`config.mk`:
```
export PLATFORM = sky130hd
export DESIGN_NAME = flv_tag_deframer
export DESIGN_NICKNAME = d
export VERILOG_FILES = /design/src/rtl/flvd_pkg.sv /design/src/rtl/flv_tag_deframer.sv
export SDC_FILE = /design/constraint.sdc
export NUM_CORES = 1
export LEC_CHECK = 0
export BUFFER_PORTS_ARGS = -buffer_cell sky130_fd_sc_hd__buf_2
export CORE_UTILIZATION = 35
export CTS_CLUSTER_DIAMETER = 60
export DETAILED_ROUTE_END_ITERATION = 16
export PLACE_DENSITY_LB_ADDON = 0.05
export SYNTH_ARGS = -nofsm -noshare
export SYNTH_HDL_FRONTEND = slang
export SYNTH_SLANG_ARGS = --single-unit
```
`constraint.sdc`:
```
create_clock -name clk -period 7.2 [get_ports clk]
set_clock_uncertainty 0.05 [all_clocks]
set_input_delay 0 -clock clk [delete_from_list [all_inputs] [get_ports clk]]
set_output_delay 0 -clock clk [all_outputs]
set_load 0.01 [all_outputs]
```
`src/rtl/flvd_pkg.sv`:
```
// ----------------------------------------------------------------------------
// flvd_pkg
// shared types and constants of the flv tag deframer: parse phases,
// field lengths and the tag type codes that are passed on
// ----------------------------------------------------------------------------
package flvd_pkg;

    // parse phase of the byte stream
    typedef enum logic [2:0] {
        PH_HEADER  = 3'd0,
        PH_TYPE    = 3'd1,
        PH_LEN     = 3'd2,
        PH_TIME    = 3'd3,
        PH_SKIP    = 3'd4,
        PH_PAYLOAD = 3'd5,
        PH_TRAILER = 3'd6
    } phase_t;

    localparam int unsigned CNT_W = 4;

    // file header plus first previous-tag-size
    localparam logic [CNT_W-1:0] FILE_HEAD_BYTES = 4'd13;
    // 24-bit big-endian fields
    localparam logic [CNT_W-1:0] FIELD24_BYTES   = 4'd3;
    // extension byte plus stream id
    localparam logic [CNT_W-1:0] SKIP_BYTES      = 4'd4;
    // previous-tag-size after each tag
    localparam logic [CNT_W-1:0] TRAILER_BYTES   = 4'd4;

    localparam logic [7:0] KIND_AUDIO = 8'h08;
    localparam logic [7:0] KIND_VIDEO = 8'h09;

endpackage

```
`src/rtl/flv_tag_deframer.sv`:
```
// ----------------------------------------------------------------------------
// flv_tag_deframer
// splits an flv byte stream into audio and video payload bytes, each marked
// with its tag kind, timestamp and a last-of-tag flag
// ----------------------------------------------------------------------------
// usage:
//   input channel: one stream byte per request on stream_byte, with
//   in_valid / in_stall. the first 13 bytes are dropped, then each tag
//   header (type, length, timestamp, extension, stream id) is parsed.
//   output channel: out_valid / out_stall with tag_kind, tag_time,
//   payload_byte, byte_present and tag_end. audio and video payload bytes
//   come out one per request; an empty audio or video tag gives a single
//   request with byte_present low and tag_end high. other tags, headers
//   and trailers give nothing.
//   path: a byte is captured in the input register and parsed
//   combinationally; its result is loaded into the output register once
//   the parse stage advances, which a held result can delay.
//   throughput: one byte per cycle while the output is free; the parser
//   state updates once per accepted byte.
//   reset: parsing restarts at the file header, both registers empty.
//   stall: a held result blocks the parse stage; the input register then
//   holds its byte and in_stall rises, so at most two bytes are in flight.
// ----------------------------------------------------------------------------
module flv_tag_deframer (
    input  logic        clk,
    input  logic        rst_n,
    input  logic        in_valid,
    output logic        in_stall,
    input  logic [7:0]  stream_byte,
    output logic        out_valid,
    input  logic        out_stall,
    output logic        tag_kind,
    output logic [23:0] tag_time,
    output logic [7:0]  payload_byte,
    output logic        byte_present,
    output logic        tag_end
);

    // input register
    logic       in_valid_reg;
    logic [7:0] in_byte_reg;

    // parser state
    flvd_pkg::phase_t               phase_reg, phase_next;
    logic [flvd_pkg::CNT_W-1:0]     cnt_reg, cnt_next;
    logic [7:0]                     type_reg, type_next;
    logic [23:0]                    len_reg, len_next;
    logic [23:0]                    time_reg, time_next;

    // result register
    logic        out_valid_reg, out_valid_next;
    logic        kind_reg, kind_next;
    logic [23:0] otime_reg, otime_next;
    logic [7:0]  obyte_reg, obyte_next;
    logic        present_reg, present_next;
    logic        end_reg, end_next;

    logic                         advance;
    logic                         kept;
    logic [flvd_pkg::CNT_W-1:0]   cnt_inc;
    logic                         emit;

    // parse stage moves when the result register is empty or being taken
    assign advance  = !out_valid_reg || !out_stall;
    assign in_stall = in_valid_reg && !advance;

    assign kept    = (type_reg == flvd_pkg::KIND_AUDIO) || (type_reg == flvd_pkg::KIND_VIDEO);
    assign cnt_inc = cnt_reg + 1'b1;

    // input register: loads whenever it is not stalled
    always_ff @(posedge clk or negedge rst_n)
    begin
        if (!rst_n)
        begin
            in_valid_reg <= 1'b0;
        end
        else if (!in_stall)
        begin
            in_valid_reg <= in_valid;
        end
    end

    always_ff @(posedge clk)
    begin
        if (!in_stall && in_valid)
        begin
            in_byte_reg <= stream_byte;
        end
    end

    // parser: next state and result for the byte in the input register
    always_comb
    begin
        phase_next   = phase_reg;
        cnt_next     = cnt_reg;
        type_next    = type_reg;
        len_next     = len_reg;
        time_next    = time_reg;
        emit         = 1'b0;
        obyte_next   = in_byte_reg;
        present_next = 1'b1;
        end_next     = 1'b0;

        case (phase_reg)
            flvd_pkg::PH_HEADER:
            begin
                cnt_next = cnt_inc;
                if (cnt_inc >= flvd_pkg::FILE_HEAD_BYTES)
                begin
                    phase_next = flvd_pkg::PH_TYPE;
                    cnt_next   = '0;
                end
            end
            flvd_pkg::PH_LEN:
            begin
                len_next = {len_reg[15:0], in_byte_reg};
                cnt_next = cnt_inc;
                if (cnt_inc >= flvd_pkg::FIELD24_BYTES)
                begin
                    phase_next = flvd_pkg::PH_TIME;
                    cnt_next   = '0;
                end
            end
            flvd_pkg::PH_TIME:
            begin
                time_next = {time_reg[15:0], in_byte_reg};
                cnt_next  = cnt_inc;
                if (cnt_inc >= flvd_pkg::FIELD24_BYTES)
                begin
                    phase_next = flvd_pkg::PH_SKIP;
                    cnt_next   = '0;
                end
            end
            flvd_pkg::PH_SKIP:
            begin
                cnt_next = cnt_inc;
                if (cnt_inc >= flvd_pkg::SKIP_BYTES)
                begin
                    cnt_next = '0;
                    if (len_reg == '0)
                    begin
                        // empty tag: marker only for audio and video
                        emit         = kept;
                        obyte_next   = '0;
                        present_next = 1'b0;
                        end_next     = 1'b1;
                        phase_next   = flvd_pkg::PH_TRAILER;
                    end
                    else
                    begin
                        phase_next = flvd_pkg::PH_PAYLOAD;
                    end
                end
            end
            flvd_pkg::PH_PAYLOAD:
            begin
                emit     = kept;
                end_next = (len_reg <= 24'd1);
                if (len_reg != '0)
                begin
                    len_next = len_reg - 24'd1;
                end
                if (len_reg <= 24'd1)
                begin
                    phase_next = flvd_pkg::PH_TRAILER;
                    cnt_next   = '0;
                end
            end
            flvd_pkg::PH_TRAILER:
            begin
                cnt_next = cnt_inc;
                if (cnt_inc >= flvd_pkg::TRAILER_BYTES)
                begin
                    phase_next = flvd_pkg::PH_TYPE;
                    cnt_next   = '0;
                end
            end
            default:
            begin
                // type byte, also taken for the unused code
                type_next  = in_byte_reg;
                len_next   = '0;
                time_next  = '0;
                cnt_next   = '0;
                phase_next = flvd_pkg::PH_LEN;
            end
        endcase

        kind_next  = (type_reg == flvd_pkg::KIND_VIDEO);
        otime_next = time_reg;

        // result register empties when taken and refills from the parse stage
        out_valid_next = out_valid_reg;
        if (advance)
        begin
            out_valid_next = in_valid_reg && emit;
        end
    end

    always_ff @(posedge clk or negedge rst_n)
    begin
        if (!rst_n)
        begin
            phase_reg     <= flvd_pkg::PH_HEADER;
            cnt_reg       <= '0;
            type_reg      <= '0;
            len_reg       <= '0;
            time_reg      <= '0;
            out_valid_reg <= 1'b0;
        end
        else
        begin
            out_valid_reg <= out_valid_next;
            if (in_valid_reg && advance)
            begin
                phase_reg <= phase_next;
                cnt_reg   <= cnt_next;
                type_reg  <= type_next;
                len_reg   <= len_next;
                time_reg  <= time_next;
            end
        end
    end

    // result payload, loaded only with a new result
    always_ff @(posedge clk)
    begin
        if (in_valid_reg && advance && emit)
        begin
            kind_reg    <= kind_next;
            otime_reg   <= otime_next;
            obyte_reg   <= obyte_next;
            present_reg <= present_next;
            end_reg     <= end_next;
        end
    end

    assign out_valid    = out_valid_reg;
    assign tag_kind     = kind_reg;
    assign tag_time     = otime_reg;
    assign payload_byte = obyte_reg;
    assign byte_present = present_reg;
    assign tag_end      = end_reg;

`ifndef ASSERT_OFF
    // an empty-tag marker always closes its tag
    a_marker_is_last: assert property (@(posedge clk) disable iff (!rst_n)
        out_valid && !byte_present |-> tag_end)
        else $error("empty-tag marker without tag_end");

    // the input only stalls behind a held result
    a_stall_cause: assert property (@(posedge clk) disable iff (!rst_n)
        in_stall |-> (out_valid_reg && out_stall && in_valid_reg))
        else $error("input stalled without a held result");

    // payload phase always has bytes left to consume
    a_payload_len: assert property (@(posedge clk) disable iff (!rst_n)
        phase_reg == flvd_pkg::PH_PAYLOAD |-> len_reg != '0)
        else $error("payload phase with zero length");
`endif

endmodule

```
**Word level (Yosys, flattened, before mapping)**

Cells that the tools add are included.

- Bits in writable memories: 0
- Bits in latches: 0
- Memories kept: 0
- Output and inout port bits: 37
- Input port bits: 12
- Bits in read-only memories: 0
- Register bits: 108

- Divide/modulo/power cells: 0
- Shifts and indexed selects: 0
- Bitwise logic cells: 3
- Muxes and demuxes: 26
- Order comparisons: 4
- Reduce and logical (&&, ||, !) cells: 25
- Multiply operators: 0
- $add $sub $neg: 2
- Eq/ne operators: 14

Operator list:

| operator | count |
|---|---|
| $pmux W24 S3 | 1 |
| $pmux W24 S2 | 1 |
| $le A24 B1 Y1 const B | 1 |
| $logic_not A24 Y1 | 1 |
| $mux W24 | 1 |
| $mux W8 | 3 |
| $reduce_bool A24 Y1 | 1 |
| $sub A24 B1 Y24 const B | 1 |
| $mux W3 | 6 |
| $pmux W3 S6 | 1 |
| $eq A8 B4 Y1 const B | 2 |
| $mux W4 | 4 |
| $pmux W4 S4 | 1 |
| $ne A2 B2 Y1 const B | 7 |
| $eq A3 B3 Y1 const B | 3 |
| $reduce_and A2 Y1 | 4 |
| $reduce_and A7 Y1 | 1 |
| $eq A3 B2 Y1 const B | 2 |
| $reduce_or A6 Y1 | 1 |
| $logic_and A1 B1 Y1 | 5 |
| $mux W1 | 5 |
| $reduce_or A5 Y1 | 1 |
| $add A4 B1 Y4 const B | 1 |
| $ge A4 B2 Y1 const B | 1 |
| other kinds (11) | 19 |

**Depth between registers and ports, before layout**

Gate-level depths: netlist of run 1.

- Word-level depth: 6
- Gate-level depth with buffers: 9
- Mapped depth without buffers: 7

**Worst setup path before layout of run 1**

OpenSTA, ideal clock, no wires.

- Kind: reg2reg
- Start point: register len_reg[16]
- End point: register present_reg (netlist: byte_present) (enable)
- Buffers on the path: 0
- Library setup time: 0.515 ns
- Stages on the path, launching flop included: 6
- Arrival: 5.103 ns
- Setup slack: 1.532 ns
- Period minus slack after synthesis: 5.668 ns
- Path through: dfrtp_1 > or4_4 > or2_1 > nor4_1 > a21oi_1 > nor4_1

- Cells in the longest elaborated chain, start to end: 5

Ends and longest elaborated chain:

| element | line | text |
|---|---|---|
| from (decl) | flv_tag_deframer.sv:47 | `logic [23:0] len_reg, len_next;` |
| from (signal assigned) | flv_tag_deframer.sv:219 | `len_reg <= len_next;` |
| $logic_not A24 Y1 | flv_tag_deframer.sv:140 | `if (len_reg == '0)` |
| $mux W1 | flv_tag_deframer.sv:140 |  |
| $mux W1 | flv_tag_deframer.sv:137 | `if (cnt_inc >= flvd_pkg::SKIP_BYTES)` |
| $pmux W1 S2 | flv_tag_deframer.sv:104 | `case (phase_reg)` |
| $logic_and A1 B1 Y1 | flv_tag_deframer.sv:228 | `if (in_valid_reg && advance && emit)` |
| to (signal assigned) | flv_tag_deframer.sv:233 | `present_reg <= present_next;` |
| to (decl) | flv_tag_deframer.sv:55 | `logic present_reg, present_next;` |

No other way between the ends.
A chain may end at the register's enable or synchronous reset.

**Final worst setup path of run 1**

- Start point: register len_reg[0]
- End point: register obyte_reg[5] (netlist: payload_byte[5]) (enable)

- Cells in the longest elaborated chain, start to end: 5

Ends and longest elaborated chain:

| element | line | text |
|---|---|---|
| $logic_not A24 Y1 | flv_tag_deframer.sv:140 |  |
| $mux W1 | flv_tag_deframer.sv:140 |  |
| $mux W1 | flv_tag_deframer.sv:137 |  |
| $pmux W1 S2 | flv_tag_deframer.sv:104 |  |
| $logic_and A1 B1 Y1 | flv_tag_deframer.sv:228 |  |
| to (signal assigned) | flv_tag_deframer.sv:232 | `obyte_reg <= obyte_next;` |
| to (decl) | flv_tag_deframer.sv:54 | `logic [7:0] obyte_reg, obyte_next;` |

No other way between the ends.

==> impl_results.html, run 1 <==
<table>
<tr><th>Metric</th><th>Value</th></tr>
<tr><th colspan="2">Logic synthesis</th></tr>
<tr><td>Post-synth ARST share</td><td>60.2%</td></tr>
<tr><td>Dominant combinational cell family by area after synthesis</td><td>simple AND/OR/NAND/NOR gates</td></tr>
<tr><td>Compound-gate portion of the synthesized area</td><td>~16%</td></tr>
<tr><td>Number of warnings issued by yosys</td><td>0</td></tr>
<tr><td>Sequential fraction of the synthesis area</td><td>59.3%</td></tr>
<tr><td>Mux cell area share after synthesis</td><td>2.24%</td></tr>
<tr><td>Share of synthesized cell area in full adder, half adder and majority cells</td><td>around 1.7%</td></tr>
<tr><td>Synthesized-area fraction occupied by and/or/nand/nor cells</td><td>17.6%</td></tr>
<tr><td>Total nets after synthesis</td><td>473</td></tr>
<tr><td>Xor-xnor portion of the synthesized cell area</td><td>0%</td></tr>
<tr><td>Number of standard cells after synthesis</td><td>455</td></tr>
<tr><td>Most instantiated flip-flop cell in the synthesis netlist</td><td>sky130_fd_sc_hd__dfrtp_1</td></tr>
<tr><td>Library cells used by synthesis</td><td>50</td></tr>
<tr><td>Average footprint of a synthesized cell</td><td>10.8 um2</td></tr>
<tr><td>Post-synth EDFFs</td><td>43</td></tr>
<tr><td>Post-synth design cell area</td><td>0.00492 mm2</td></tr>
<tr><td>Flip-flop and latch count after synthesis</td><td>approximately 110</td></tr>
<tr><th colspan="2">Run status</th></tr>
<tr><td>Outcome</td><td>complete, no violations</td></tr>
<tr><th colspan="2">Clock network</th></tr>
<tr><td>Clock Root Buffer</td><td>sky130_fd_sc_hd__clkbuf_16</td></tr>
<tr><td>Maximum buffer depth of the clock tree</td><td>2</td></tr>
<tr><td>Number of clock sinks</td><td>about 110</td></tr>
<tr><td>Number of cells upsized or downsized after cts</td><td>0</td></tr>
<tr><td>Clock insertion delay at the later pin of the skew report</td><td>0.36 ns</td></tr>
<tr><td>Maximum level of the CTS H-tree</td><td>3</td></tr>
<tr><td>Total CTS buffers</td><td>9</td></tr>
<tr><td>Clock edge transition at the registers on the reported setup and hold paths</td><td>0.07 ns</td></tr>
<tr><td>CTS tree</td><td>built</td></tr>
<tr><th colspan="2">Floorplanning</th></tr>
<tr><td>Placement row count</td><td>42</td></tr>
<tr><td>IO Count</td><td>49</td></tr>
<tr><td>Die Wd</td><td>121 um</td></tr>
<tr><td>Core Box Area</td><td>between 0.01 and 0.015 mm2</td></tr>
<tr><td>Overall die area</td><td>about 0.015 mm2</td></tr>
<tr><td>Vertical die dimension</td><td>121 um</td></tr>
<tr><td>Starting density of the core</td><td>36.6%</td></tr>
<tr><th colspan="2">STA</th></tr>
<tr><td>Final setup vio count</td><td>0</td></tr>
<tr><td>Period minus WS final</td><td>3.26 ns</td></tr>
<tr><td>Slew at the pin with the worst max-slew slack</td><td>1.01 ns</td></tr>
<tr><td>Achievable Freq</td><td>0.306 GHz</td></tr>
<tr><td>Final Cycle Share</td><td>between 40% and 50%</td></tr>
<tr><td>RSZ-0062 raised after global routing</td><td>no</td></tr>
<tr><td>Fin. max-slew vios</td><td>0</td></tr>
<tr><td>Setup_tns</td><td>0 ns</td></tr>
<tr><td>Worst relative slew slack</td><td>32.4%</td></tr>
<tr><td>Count of final hold-check violations</td><td>0</td></tr>
<tr><th colspan="2">Flow run</th></tr>
<tr><td>Max Cap Violations</td><td>0</td></tr>
<tr><th colspan="2">Place</th></tr>
<tr><td>HPWL after DPL</td><td>7.75 mm</td></tr>
<tr><td>Number of port buffers</td><td>48</td></tr>
<tr><td>Number of instances in the placed design</td><td>661</td></tr>
<tr><td>GP Congestion</td><td>0.847</td></tr>
<tr><th colspan="2">Global routing</th></tr>
<tr><td>Wire length of the first global-routing pass</td><td>19.7 mm</td></tr>
<tr><td>Number of antenna violations at the first check in global routing</td><td>0</td></tr>
<tr><td>Largest net degree at the start of global routing</td><td>66</td></tr>
<tr><td>GRT overflow</td><td>0</td></tr>
<tr><td>Via count of the first global-routing pass</td><td>3679</td></tr>
<tr><td>Global routing usage summed across all routing layers</td><td>18.0%</td></tr>
<tr><th colspan="2">Power and ir drop</th></tr>
<tr><td>Power density relative to cell area</td><td>397 mW/mm2</td></tr>
<tr><td>Maximum resistive drop on vdd</td><td>0.203 mV</td></tr>
<tr><td>LEAKAGE</td><td>0.00220 uW</td></tr>
<tr><th colspan="2">Routing</th></tr>
<tr><td>Post-detailed-route count of antenna-violating nets</td><td>0</td></tr>
<tr><td>Average vias per placed instance</td><td>5.45</td></tr>
<tr><td>Wirelength per Cell</td><td>17.5 um</td></tr>
<tr><td>Detailed route wirelength on metal2</td><td>5.98 mm</td></tr>
<tr><td>Number of remaining DRC errors</td><td>0</td></tr>
<tr><td>Vias after detailed routing</td><td>~3800</td></tr>
<tr><td>Met3 wire length</td><td>roughly 420 um</td></tr>
<tr><td>Initial drt markers</td><td>approximately 290</td></tr>
<tr><td>Final routed wirelength across all metal layers</td><td>12.1 mm</td></tr>
<tr><td>Top routing layer in use</td><td>met4</td></tr>
<tr><td>Post-route met1 wirelength</td><td>5.44 mm</td></tr>
<tr><td>DR pass1 iterations</td><td>6</td></tr>
<tr><th colspan="2">Worst setup path</th></tr>
<tr><td>Critical Path RT</td><td>between 7 and 8 ns</td></tr>
<tr><td>Critical path depth in cells</td><td>8</td></tr>
<tr><td>Register-to-register path setup slack</td><td>~4 ns</td></tr>
<tr><td>Cell family with most CP delay</td><td>simple AND/OR/NAND/NOR gates</td></tr>
<tr><td>Beginning of the critical path</td><td>len_reg[0]</td></tr>
<tr><td>Critical Setup Path Class</td><td>reg2reg</td></tr>
<tr><td>Critical-path cell with the highest stage delay</td><td>sky130_fd_sc_hd__nor3b_1</td></tr>
<tr><td>Worst setup path end</td><td>payload_byte[5]</td></tr>
<tr><td>CP bufs+invs</td><td>2</td></tr>
<tr><td>Crit-path cells</td><td>inv_1 -&gt; ha_1 -&gt; nor3b_1 -&gt; nand2_1 -&gt; nor4_1 -&gt; a21oi_1 -&gt; nor4_2 -&gt; buf_4</td></tr>
<tr><td>Peak per-stage delay on the critical path</td><td>~0.54 ns</td></tr>
<tr><td>R2R depth</td><td>8</td></tr>
<tr><td>Capturing element type of the critical path</td><td>flip-flop</td></tr>
<tr><td>Data arrival, critical path</td><td>approximately 3.2 ns</td></tr>
<tr><td>CP startpoint kind</td><td>flip-flop</td></tr>
<tr><td>Maximum fanout along the worst path</td><td>34</td></tr>
<tr><td>Worst reg2reg startpoint</td><td>len_reg[0]</td></tr>
<tr><td>Endpoint of the worst register-to-register path</td><td>payload_byte[5]</td></tr>
<tr><th colspan="2">Final layout</th></tr>
<tr><td>Count of nets after finishing</td><td>between 500 and 600</td></tr>
<tr><td>Diodes inserted</td><td>0</td></tr>
<tr><td>Non-Filler Instances</td><td>689</td></tr>
<tr><td>Commonest non-fill, non-tap cell in the layout</td><td>sky130_fd_sc_hd__nand2_1</td></tr>
<tr><td>Signed area change from the synthesized netlist to the final layout</td><td>16.9%</td></tr>
<tr><td>Fill cell instance count of the final layout</td><td>1339</td></tr>
<tr><td>Layout cell share with drive strength beyond 1</td><td>17.0%</td></tr>
<tr><td>Most frequent cells in the layout</td><td>sky130_fd_sc_hd__nand2_1 (71), sky130_fd_sc_hd__dfrtp_1 (65), sky130_fd_sc_hd__buf_2 (48)</td></tr>
<tr><th colspan="2">Worst hold path</th></tr>
<tr><td>Type of the worst min-delay path</td><td>in2async</td></tr>
</table>
[layer usage]
layer / GRT usage [%] / vias up
li1: - / 1790
met1: 22.7 / 1869
met2: 29.9 / 85
met3: 3.77 / 14
met4: 7.48 / 0
met5: 0 / -
[stage by stage]
stage / power [uW] / setup WS, ns / utilization, % / area [um2] / hold slack, ns
after floorplan: 1530 / 1.53 / - / 4920 / -0.346
after global placement: 1770 / 4.09 / 39.7 / 5340 / 0.127
after detailed placement: 1780 / 3.94 / 39.7 / 5340 / 0.129
after CTS: 2300 / 3.90 / 42.8 / 5750 / 0.287
after global routing: 2450 / 3.58 / 42.8 / 5750 / 0.298
final: 2290 / 3.94 / 42.8 / 5750 / 0.299
[worst min-delay path by stage]
stage | start | end | slack (ns) | depth (start not counted)
4_1_cts | stream_byte[6] | in_byte_reg[6] | 0.29 | 2
6_report | rst_n | len_reg[23] | 0.30 | 3
2_1_floorplan | rst_n | cnt_reg[0] | -0.35 | 0
3_5_place_dp | stream_byte[7] | in_byte_reg[7] | 0.13 | 1
3_3_place_gp | stream_byte[5] | in_byte_reg[5] | 0.13 | 1
5_1_grt | stream_byte[7] | in_byte_reg[7] | 0.30 | 2
[area by class of cell]
cell class                 count  area [um2]  area share [%]
clock buffer                  11         233            4.04
clock inverter                 5        61.3            1.07
inverter                      12        45.0           0.783
multi-input combinational    309        1860            32.3
sequential                   108        2920            50.7
tap                          176         220            3.83
timing repair buffer          68         420            7.31
[worst min-delay path, delay by kind of cell]
kind	cells	cell delay, ns
buffers and inverters	3	1.24
[cell usage after synthesis, types with 3 or more instances]
cell type	n	area, um2
sky130_fd_sc_hd__nand2_1	71	267
sky130_fd_sc_hd__dfrtp_1	65	1630
sky130_fd_sc_hd__edfxtp_1	43	1290
sky130_fd_sc_hd__o21ai_0	39	195
sky130_fd_sc_hd__nand3_1	28	140
sky130_fd_sc_hd__clkbuf_1	20	75.1
sky130_fd_sc_hd__o2bb2ai_1	19	166
sky130_fd_sc_hd__nor2_1	18	67.6
sky130_fd_sc_hd__a21oi_1	15	75.1
sky130_fd_sc_hd__inv_1	12	45.0
sky130_fd_sc_hd__o31ai_1	12	90.1
sky130_fd_sc_hd__nor3_1	10	50.1
sky130_fd_sc_hd__a22oi_1	9	67.6
sky130_fd_sc_hd__and2_1	9	56.3
sky130_fd_sc_hd__nor4_1	9	56.3
sky130_fd_sc_hd__mux2_2	8	90.1
sky130_fd_sc_hd__or3_1	6	37.5
sky130_fd_sc_hd__ha_1	5	62.6
sky130_fd_sc_hd__buf_2	4	20.0
sky130_fd_sc_hd__nand2b_1	4	25.0
sky130_fd_sc_hd__nor3b_1	4	30.0
sky130_fd_sc_hd__or4_1	4	30.0
sky130_fd_sc_hd__nand4_1	3	18.8
sky130_fd_sc_hd__o211ai_1	3	22.5
sky130_fd_sc_hd__o41ai_1	3	26.3
[where the power goes]
group | internal (uW) | total (uW) | switching (uW)
sequential | 765 | 904 | 139
clock | 272 | 506 | 234
combinational | 303 | 875 | 572
total | 1340 | 2290 | 945
[logic make-up after synthesis]
group | Yosys count
adders and majority gates | 6
and+or+nand+nor | 176
DFF | 108
AOI/OAI and AO/OA | 117
buffers and inverters | 38
muxes | 10
[what timing repair did]
item / in CTS / in global routing
hold buffers: 12 / 0
endpoints found under the hold margin: 75 / 0
buffers inserted: 0 / 0
Note: power is estimated with default switching activity, not from simulation.
==> run 2: changes to the inputs <==
- clock period: 7.2 -> 3.4 ns (I/O delays scaled with it)
==> impl_results.html, run 2 (synthesis results as in run 1) <==
<table>
<tr><th>Metric</th><th>Value</th></tr>
<tr><th colspan="2">Power and ir drop</th></tr>
<tr><td>Power density relative to cell area</td><td>837 mW/mm2 (+110%)</td></tr>
<tr><td>Maximum resistive drop on vdd</td><td>0.348 mV (+71%)</td></tr>
<tr><td>LEAKAGE</td><td>0.00223 uW (+1.3%)</td></tr>
<tr><th colspan="2">Worst setup path</th></tr>
<tr><td>CP startpoint kind</td><td>flip-flop</td></tr>
<tr><td>Critical Setup Path Class</td><td>reg2reg</td></tr>
<tr><td>Capturing element type of the critical path</td><td>flip-flop</td></tr>
<tr><td>Maximum fanout along the worst path</td><td>27 (-21%)</td></tr>
<tr><td>Worst setup path end</td><td>len_reg[1]</td></tr>
<tr><td>Register-to-register path setup slack</td><td>0.45 ns (-3.48 ns)</td></tr>
<tr><td>Data arrival, critical path</td><td>3.17 ns (-0.05 ns)</td></tr>
<tr><td>R2R depth</td><td>5 (-3)</td></tr>
<tr><td>Beginning of the critical path</td><td>len_reg[9]</td></tr>
<tr><td>Critical Path RT</td><td>3.62 ns (-3.53 ns)</td></tr>
<tr><td>Endpoint of the worst register-to-register path</td><td>len_reg[1]</td></tr>
<tr><td>Worst reg2reg startpoint</td><td>len_reg[9]</td></tr>
<tr><th colspan="2">Flow run</th></tr>
<tr><td>Max Cap Violations</td><td>0 (unchanged)</td></tr>
<tr><th colspan="2">Final layout</th></tr>
<tr><td>Commonest non-fill, non-tap cell in the layout</td><td>sky130_fd_sc_hd__nand2_1</td></tr>
<tr><td>Signed area change from the synthesized netlist to the final layout</td><td>18.1%</td></tr>
<tr><td>Fill cell instance count of the final layout</td><td>1353 (+1.0%)</td></tr>
<tr><td>Most frequent cells in the layout</td><td>sky130_fd_sc_hd__nand2_1 (71), sky130_fd_sc_hd__dfrtp_1 (65), sky130_fd_sc_hd__buf_2 (48)</td></tr>
<tr><td>Count of nets after finishing</td><td>531 (+0.95%)</td></tr>
<tr><td>Reg area</td><td>0.00292 mm2 (unchanged)</td></tr>
<tr><td>Layout cell share with drive strength beyond 1</td><td>18.2% (+1.2 points)</td></tr>
<tr><td>Diodes inserted</td><td>0 (unchanged)</td></tr>
<tr><td>Summed area of non-filler cells in the final layout</td><td>0.00582 mm2 (+1.1%)</td></tr>
<tr><td>Multi-input logic area</td><td>0.00187 mm2 (+0.81%)</td></tr>
<tr><th colspan="2">Global routing</th></tr>
<tr><td>Wire length of the first global-routing pass</td><td>19.3 mm (-2.2%)</td></tr>
<tr><td>Largest net degree at the start of global routing</td><td>49 (-26%)</td></tr>
<tr><td>Via count of the first global-routing pass</td><td>3624 (-1.5%)</td></tr>
<tr><td>GRT overflow</td><td>0 (unchanged)</td></tr>
<tr><td>Number of antenna violations at the first check in global routing</td><td>0 (unchanged)</td></tr>
<tr><td>Global routing usage summed across all routing layers</td><td>17.2% (-0.77 points)</td></tr>
<tr><th colspan="2">Routing</th></tr>
<tr><td>Average vias per placed instance</td><td>5.40 (-0.95%)</td></tr>
<tr><td>Final routed wirelength across all metal layers</td><td>11.9 mm (-1.6%)</td></tr>
<tr><td>DR pass1 iterations</td><td>5 (-1)</td></tr>
<tr><td>Initial drt markers</td><td>261 (-9.1%)</td></tr>
<tr><td>Number of remaining DRC errors</td><td>0 (unchanged)</td></tr>
<tr><td>Wirelength per Cell</td><td>17.2 um (-2.2%)</td></tr>
<tr><td>Vias after detailed routing</td><td>3744 (-0.37%)</td></tr>
<tr><td>Post-detailed-route count of antenna-violating nets</td><td>0 (unchanged)</td></tr>
<tr><th colspan="2">Floorplanning</th></tr>
<tr><td>Overall die area</td><td>0.0145 mm2 (unchanged)</td></tr>
<tr><td>Vertical die dimension</td><td>121 um (unchanged)</td></tr>
<tr><td>Die Wd</td><td>121 um (unchanged)</td></tr>
<tr><td>Placement row count</td><td>42 (unchanged)</td></tr>
<tr><td>Starting density of the core</td><td>36.6% (unchanged)</td></tr>
<tr><td>Core Box Area</td><td>0.0135 mm2 (unchanged)</td></tr>
<tr><td>IO Count</td><td>49 (unchanged)</td></tr>
<tr><th colspan="2">STA</th></tr>
<tr><td>Slew at the pin with the worst max-slew slack</td><td>0.988 ns (-0.0235 ns)</td></tr>
<tr><td>Final Cycle Share</td><td>86.7% (+41 points)</td></tr>
<tr><td>Count of final hold-check violations</td><td>0 (unchanged)</td></tr>
<tr><td>Achievable Freq</td><td>0.339 GHz (+11%)</td></tr>
<tr><td>RSZ-0062 raised after global routing</td><td>no</td></tr>
<tr><td>Fin. max-slew vios</td><td>0 (unchanged)</td></tr>
<tr><td>Setup_tns</td><td>0 ns (unchanged)</td></tr>
<tr><td>Period minus WS final</td><td>2.95 ns (-0.318 ns)</td></tr>
<tr><td>Worst relative slew slack</td><td>34.0% (+1.6 points)</td></tr>
<tr><td>Final setup vio count</td><td>0 (unchanged)</td></tr>
<tr><th colspan="2">Clock network</th></tr>
<tr><td>Number of clock sinks</td><td>108 (unchanged)</td></tr>
<tr><td>Maximum level of the CTS H-tree</td><td>3 (unchanged)</td></tr>
<tr><td>CTS tree</td><td>built</td></tr>
<tr><td>Clock Root Buffer</td><td>sky130_fd_sc_hd__clkbuf_16</td></tr>
<tr><td>Clock edge transition at the registers on the reported setup and hold paths</td><td>0.08 ns (about the same)</td></tr>
<tr><td>Clock insertion delay at the later pin of the skew report</td><td>0.35 ns (about the same)</td></tr>
<tr><td>Maximum buffer depth of the clock tree</td><td>2 (unchanged)</td></tr>
<tr><td>Total CTS buffers</td><td>9 (unchanged)</td></tr>
<tr><th colspan="2">Run status</th></tr>
<tr><td>Outcome</td><td>complete, no violations</td></tr>
<tr><th colspan="2">Place</th></tr>
<tr><td>GP Congestion</td><td>0.819 (-3.2%)</td></tr>
<tr><td>Post-detailed-placement cell area</td><td>0.00541 mm2 (+1.2%)</td></tr>
<tr><td>Number of port buffers</td><td>48 (unchanged)</td></tr>
<tr><td>HPWL after DPL</td><td>7.82 mm (+0.81%)</td></tr>
<tr><th colspan="2">Worst hold path</th></tr>
<tr><td>Type of the worst min-delay path</td><td>in2async</td></tr>
</table>
[run 2: worst min-delay path by stage]
stage                from           to  slack, ns  cells past startpoint
floorplan           rst_n   cnt_reg[0]      -0.35                      0
global placement    rst_n   cnt_reg[0]      -0.03                      1
detailed placement  rst_n   cnt_reg[3]      -0.03                      1
CTS                 rst_n   cnt_reg[3]       0.13                      2
global route        rst_n   cnt_reg[3]       0.17                      2
finish              rst_n  len_reg[15]       0.11                      2
[run 2: final cells by class]
type	instances	share of cell area [%]
clock buffers	10	3.94
clock inverters	5	1.05
inverters	12	0.775
multi-input cells	309	32.2
flip-flops and latches	108	50.2
well taps	176	3.79
repair buffers	73	8.09
[run 2: report_power, final]
group	leakage (uW)	internal [uW]	switching, uW	total [uW]
Clock	0.000136	572	485	1060
Combinational	0.000859	689	1210	1900
Sequential	0.00123	1620	294	1910
Total	0.00223	2880	1990	4870
[run 2: worst max-delay path: stages, from the launching register on]
cell and delay [ns]:
sky130_fd_sc_hd__dfrtp_1 0.48, sky130_fd_sc_hd__nor4_2 0.37, sky130_fd_sc_hd__nand4_1 0.41, sky130_fd_sc_hd__or4_4 0.83, sky130_fd_sc_hd__nand2_2 0.47, sky130_fd_sc_hd__mux2i_1 0.25
[run 2: metal layers]
metal / vias to the layer above / wire length, um / global-route usage (%)
li1: 1802 / - / -
met1: 1828 / 5410 / 22.6
met2: 100 / 5820 / 28.4
met3: 14 / 505 / 2.55
met4: 0 / 163 / 7.18
met5: - / 0 / 0
[run 2: per-stage QoR]
| stage | power (uW) | setup slack (ns) | util [%] | cells | hold slack [ns] |
|---|---|---|---|---|---|
| 2_1_floorplan | 3250 | 0.00877 | - | 455 | -0.346 |
| 3_3_place_gp | 3820 | 0.518 | 40.2 | 666 | -0.0290 |
| 3_5_place_dp | 3810 | 0.496 | 40.2 | 666 | -0.0313 |
| 4_1_cts | 4890 | 0.461 | 43.2 | 693 | 0.126 |
| 5_1_grt | 5200 | 0.305 | 43.2 | 693 | 0.166 |
| 6_report | 4870 | 0.454 | 43.2 | 693 | 0.109 |
[run 2: repair_timing]
| item | CTS | global route |
|---|---|---|
| hold buffers | 12 | 0 |
| endpoints found under the hold margin | 29 | 0 |
| buffers inserted | 0 | 0 |
| resized for setup | 0 | 0 |
==> run 3: changes to the inputs <==
- CORE_MARGIN: unset -> 3
- CORE_UTILIZATION: 35 -> 25
==> impl_results.html, run 3 (synthesis results as in run 1) <==
<table>
<tr><th>Metric</th><th>Value</th></tr>
<tr><th colspan="2">Run status</th></tr>
<tr><td>Outcome</td><td>complete, no violations</td></tr>
<tr><th colspan="2">Flow run</th></tr>
<tr><td>Max Cap Violations</td><td>0 (unchanged)</td></tr>
<tr><th colspan="2">STA</th></tr>
<tr><td>RSZ-0062 raised after global routing</td><td>no</td></tr>
<tr><td>Achievable Freq</td><td>0.350 GHz (+3.0%)</td></tr>
<tr><td>Slew at the pin with the worst max-slew slack</td><td>1.03 ns (+0.0452 ns)</td></tr>
<tr><td>Period minus WS final</td><td>2.86 ns (-0.0865 ns)</td></tr>
<tr><td>Final Cycle Share</td><td>84.1% (-2.5 points)</td></tr>
<tr><td>Count of final hold-check violations</td><td>0 (unchanged)</td></tr>
<tr><td>Setup_tns</td><td>0 ns (unchanged)</td></tr>
<tr><td>Fin. max-slew vios</td><td>0 (unchanged)</td></tr>
<tr><td>Worst relative slew slack</td><td>30.9% (-3.0 points)</td></tr>
<tr><td>Final setup vio count</td><td>0 (unchanged)</td></tr>
<tr><td>Final setup margin</td><td>0.540 ns (+0.0865 ns)</td></tr>
<tr><th colspan="2">Place</th></tr>
<tr><td>Number of port buffers</td><td>48 (unchanged)</td></tr>
<tr><td>Post-placement setup slack</td><td>0.525 ns (+0.0294 ns)</td></tr>
<tr><td>Post-detailed-placement cell area</td><td>0.00552 mm2 (+2.1%)</td></tr>
<tr><td>HPWL after DPL</td><td>9.08 mm (+16%)</td></tr>
<tr><td>GP Congestion</td><td>0.788 (-3.9%)</td></tr>
<tr><th colspan="2">Routing</th></tr>
<tr><td>Number of remaining DRC errors</td><td>0 (unchanged)</td></tr>
<tr><td>Post-detailed-route count of antenna-violating nets</td><td>0 (unchanged)</td></tr>
<tr><td>Average vias per placed instance</td><td>4.76 (-12%)</td></tr>
<tr><td>Final routed wirelength across all metal layers</td><td>13.4 mm (+13%)</td></tr>
<tr><td>Vias after detailed routing</td><td>3715 (-0.77%)</td></tr>
<tr><td>DR pass1 iterations</td><td>4 (-1)</td></tr>
<tr><td>Initial drt markers</td><td>143 (-45%)</td></tr>
<tr><td>Wirelength per Cell</td><td>17.2 um (+0.40%)</td></tr>
<tr><th colspan="2">Worst setup path</th></tr>
<tr><td>Maximum fanout along the worst path</td><td>18 (-33%)</td></tr>
<tr><td>Critical Path RT</td><td>3.39 ns (-0.23 ns)</td></tr>
<tr><td>Capturing element type of the critical path</td><td>flip-flop</td></tr>
<tr><td>Critical Setup Path Class</td><td>reg2reg</td></tr>
<tr><td>CP startpoint kind</td><td>flip-flop</td></tr>
<tr><td>Data arrival, critical path</td><td>2.85 ns (-0.32 ns)</td></tr>
<tr><th colspan="2">Clock network</th></tr>
<tr><td>Number of clock sinks</td><td>108 (unchanged)</td></tr>
<tr><td>Clock edge transition at the registers on the reported setup and hold paths</td><td>0.08 ns (about the same)</td></tr>
<tr><td>Maximum buffer depth of the clock tree</td><td>2 (unchanged)</td></tr>
<tr><td>Total CTS buffers</td><td>9 (unchanged)</td></tr>
<tr><td>Clock Root Buffer</td><td>sky130_fd_sc_hd__clkbuf_16</td></tr>
<tr><td>Number of buffers added for setup after CTS</td><td>0 (unchanged)</td></tr>
<tr><td>CTS tree</td><td>built</td></tr>
<tr><td>Maximum level of the CTS H-tree</td><td>3 (unchanged)</td></tr>
<tr><td>Clock insertion delay at the later pin of the skew report</td><td>0.35 ns (about the same)</td></tr>
<tr><th colspan="2">Floorplanning</th></tr>
<tr><td>Placement row count</td><td>50 (+19%)</td></tr>
<tr><td>IO Count</td><td>49 (unchanged)</td></tr>
<tr><td>Starting density of the core</td><td>25.9% (-11 points)</td></tr>
<tr><td>Core Box Area</td><td>0.0190 mm2 (+41%)</td></tr>
<tr><td>Die Wd</td><td>146 um (+21%)</td></tr>
<tr><td>Overall die area</td><td>0.0214 mm2 (+47%)</td></tr>
<tr><td>Vertical die dimension</td><td>146 um (+21%)</td></tr>
<tr><th colspan="2">Power and ir drop</th></tr>
<tr><td>Maximum resistive drop on vdd</td><td>0.272 mV (-22%)</td></tr>
<tr><td>Power density relative to cell area</td><td>843 mW/mm2 (+0.72%)</td></tr>
<tr><td>LEAKAGE</td><td>0.00226 uW (+1.4%)</td></tr>
<tr><th colspan="2">Global routing</th></tr>
<tr><td>Global routing usage summed across all routing layers</td><td>12.9% (-4.3 points)</td></tr>
<tr><td>Grt met1 use</td><td>18.2% (-4.4 points)</td></tr>
<tr><td>Via count of the first global-routing pass</td><td>3739 (+3.2%)</td></tr>
<tr><td>Busiest layer in global routing</td><td>met2</td></tr>
<tr><td>Number of antenna violations at the first check in global routing</td><td>0 (unchanged)</td></tr>
<tr><td>Met2 routing resource usage after global routing</td><td>20.3% (-8.1 points)</td></tr>
<tr><td>Met3 usage</td><td>2.61% (+0.060 points)</td></tr>
<tr><td>Wire length of the first global-routing pass</td><td>21.7 mm (+13%)</td></tr>
<tr><td>GRT overflow</td><td>0 (unchanged)</td></tr>
<tr><td>Largest net degree at the start of global routing</td><td>49 (unchanged)</td></tr>
<tr><th colspan="2">Final layout</th></tr>
<tr><td>Count of nets after finishing</td><td>533 (+0.38%)</td></tr>
<tr><td>Signed area change from the synthesized netlist to the final layout</td><td>21.2%</td></tr>
<tr><td>Layout cell share with drive strength beyond 1</td><td>19.2% (+1.0 points)</td></tr>
<tr><td>Most frequent cells in the layout</td><td>sky130_fd_sc_hd__nand2_1 (71), sky130_fd_sc_hd__dfrtp_1 (65), sky130_fd_sc_hd__buf_2 (48)</td></tr>
<tr><td>Commonest non-fill, non-tap cell in the layout</td><td>sky130_fd_sc_hd__nand2_1</td></tr>
<tr><td>Summed area of non-filler cells in the final layout</td><td>0.00597 mm2 (+2.6%)</td></tr>
<tr><td>Core utilization of the finished layout</td><td>31.4% (-12 points)</td></tr>
<tr><td>Diodes inserted</td><td>0 (unchanged)</td></tr>
<tr><th colspan="2">Worst hold path</th></tr>
<tr><td>Type of the worst min-delay path</td><td>in2async</td></tr>
</table>
run 3: metal layers:
metal	wire length, um	share of wire (%)
met3	555	4.1
met5	0	0
met4	161	1.2
met2	6130	46
met1	6600	49
run 3: layout make-up:
cell class	instances	area [um2]
fillers	1987	13100
clock buffers	9	225
repair buffers	75	473
inverters	12	45.0
well taps	260	325
clock inverters	7	103
multi-input cells	309	1880
flip-flops and latches	108	2920
run 3: path summary, 6_finish.rpt:
| check | startpoint | slack (ns) | endpoint | depth (start not counted) |
|---|---|---|---|---|
| max | len_reg[16] | 0.54 | payload_byte[2] | 6 |
| min | rst_n | 0.12 | len_reg[6] | 2 |
| max reg2reg | len_reg[16] | 0.54 | payload_byte[2] | 6 |
| min reg2reg | otime_next[16] | 0.40 | tag_time[16] | 0 |
| max in group asynchronous | rst_n | 2.15 | otime_next[10] | 3 |
| min in group clk | stream_byte[6] | 0.31 | in_byte_reg[6] | 2 |
run 3: report_power, final:
part           internal [uW]  switching (uW)
sequential              1620             304
clock                    601             539
combinational            722            1250
run 3: what timing repair did:
| item | in CTS | in global routing |
|---|---|---|
| endpoints found under the hold margin | 31 | 0 |
| resized for setup | 0 | 0 |
| hold buffers | 12 | 0 |
run 3: worst max-delay path, cell delays in order, from the launching register on:
cell and delay, ns:
sky130_fd_sc_hd__dfrtp_1 0.43, sky130_fd_sc_hd__or4_4 0.59, sky130_fd_sc_hd__or2_1 0.28, sky130_fd_sc_hd__nor4_2 0.36, sky130_fd_sc_hd__a21oi_1 0.20, sky130_fd_sc_hd__nor4_4 0.31
sky130_fd_sc_hd__buf_4 0.32
run 3: stage by stage:
step / total power, uW / std cells / hold slack [ns]
4_1_cts: 5110 / 780 / 0.152
3_3_place_gp: 3940 / 752 / -0.0141
5_1_grt: 5400 / 780 / 0.179
2_1_floorplan: 3250 / 455 / -0.346
3_5_place_dp: 3930 / 752 / -0.0150
6_report: 5030 / 780 / 0.122
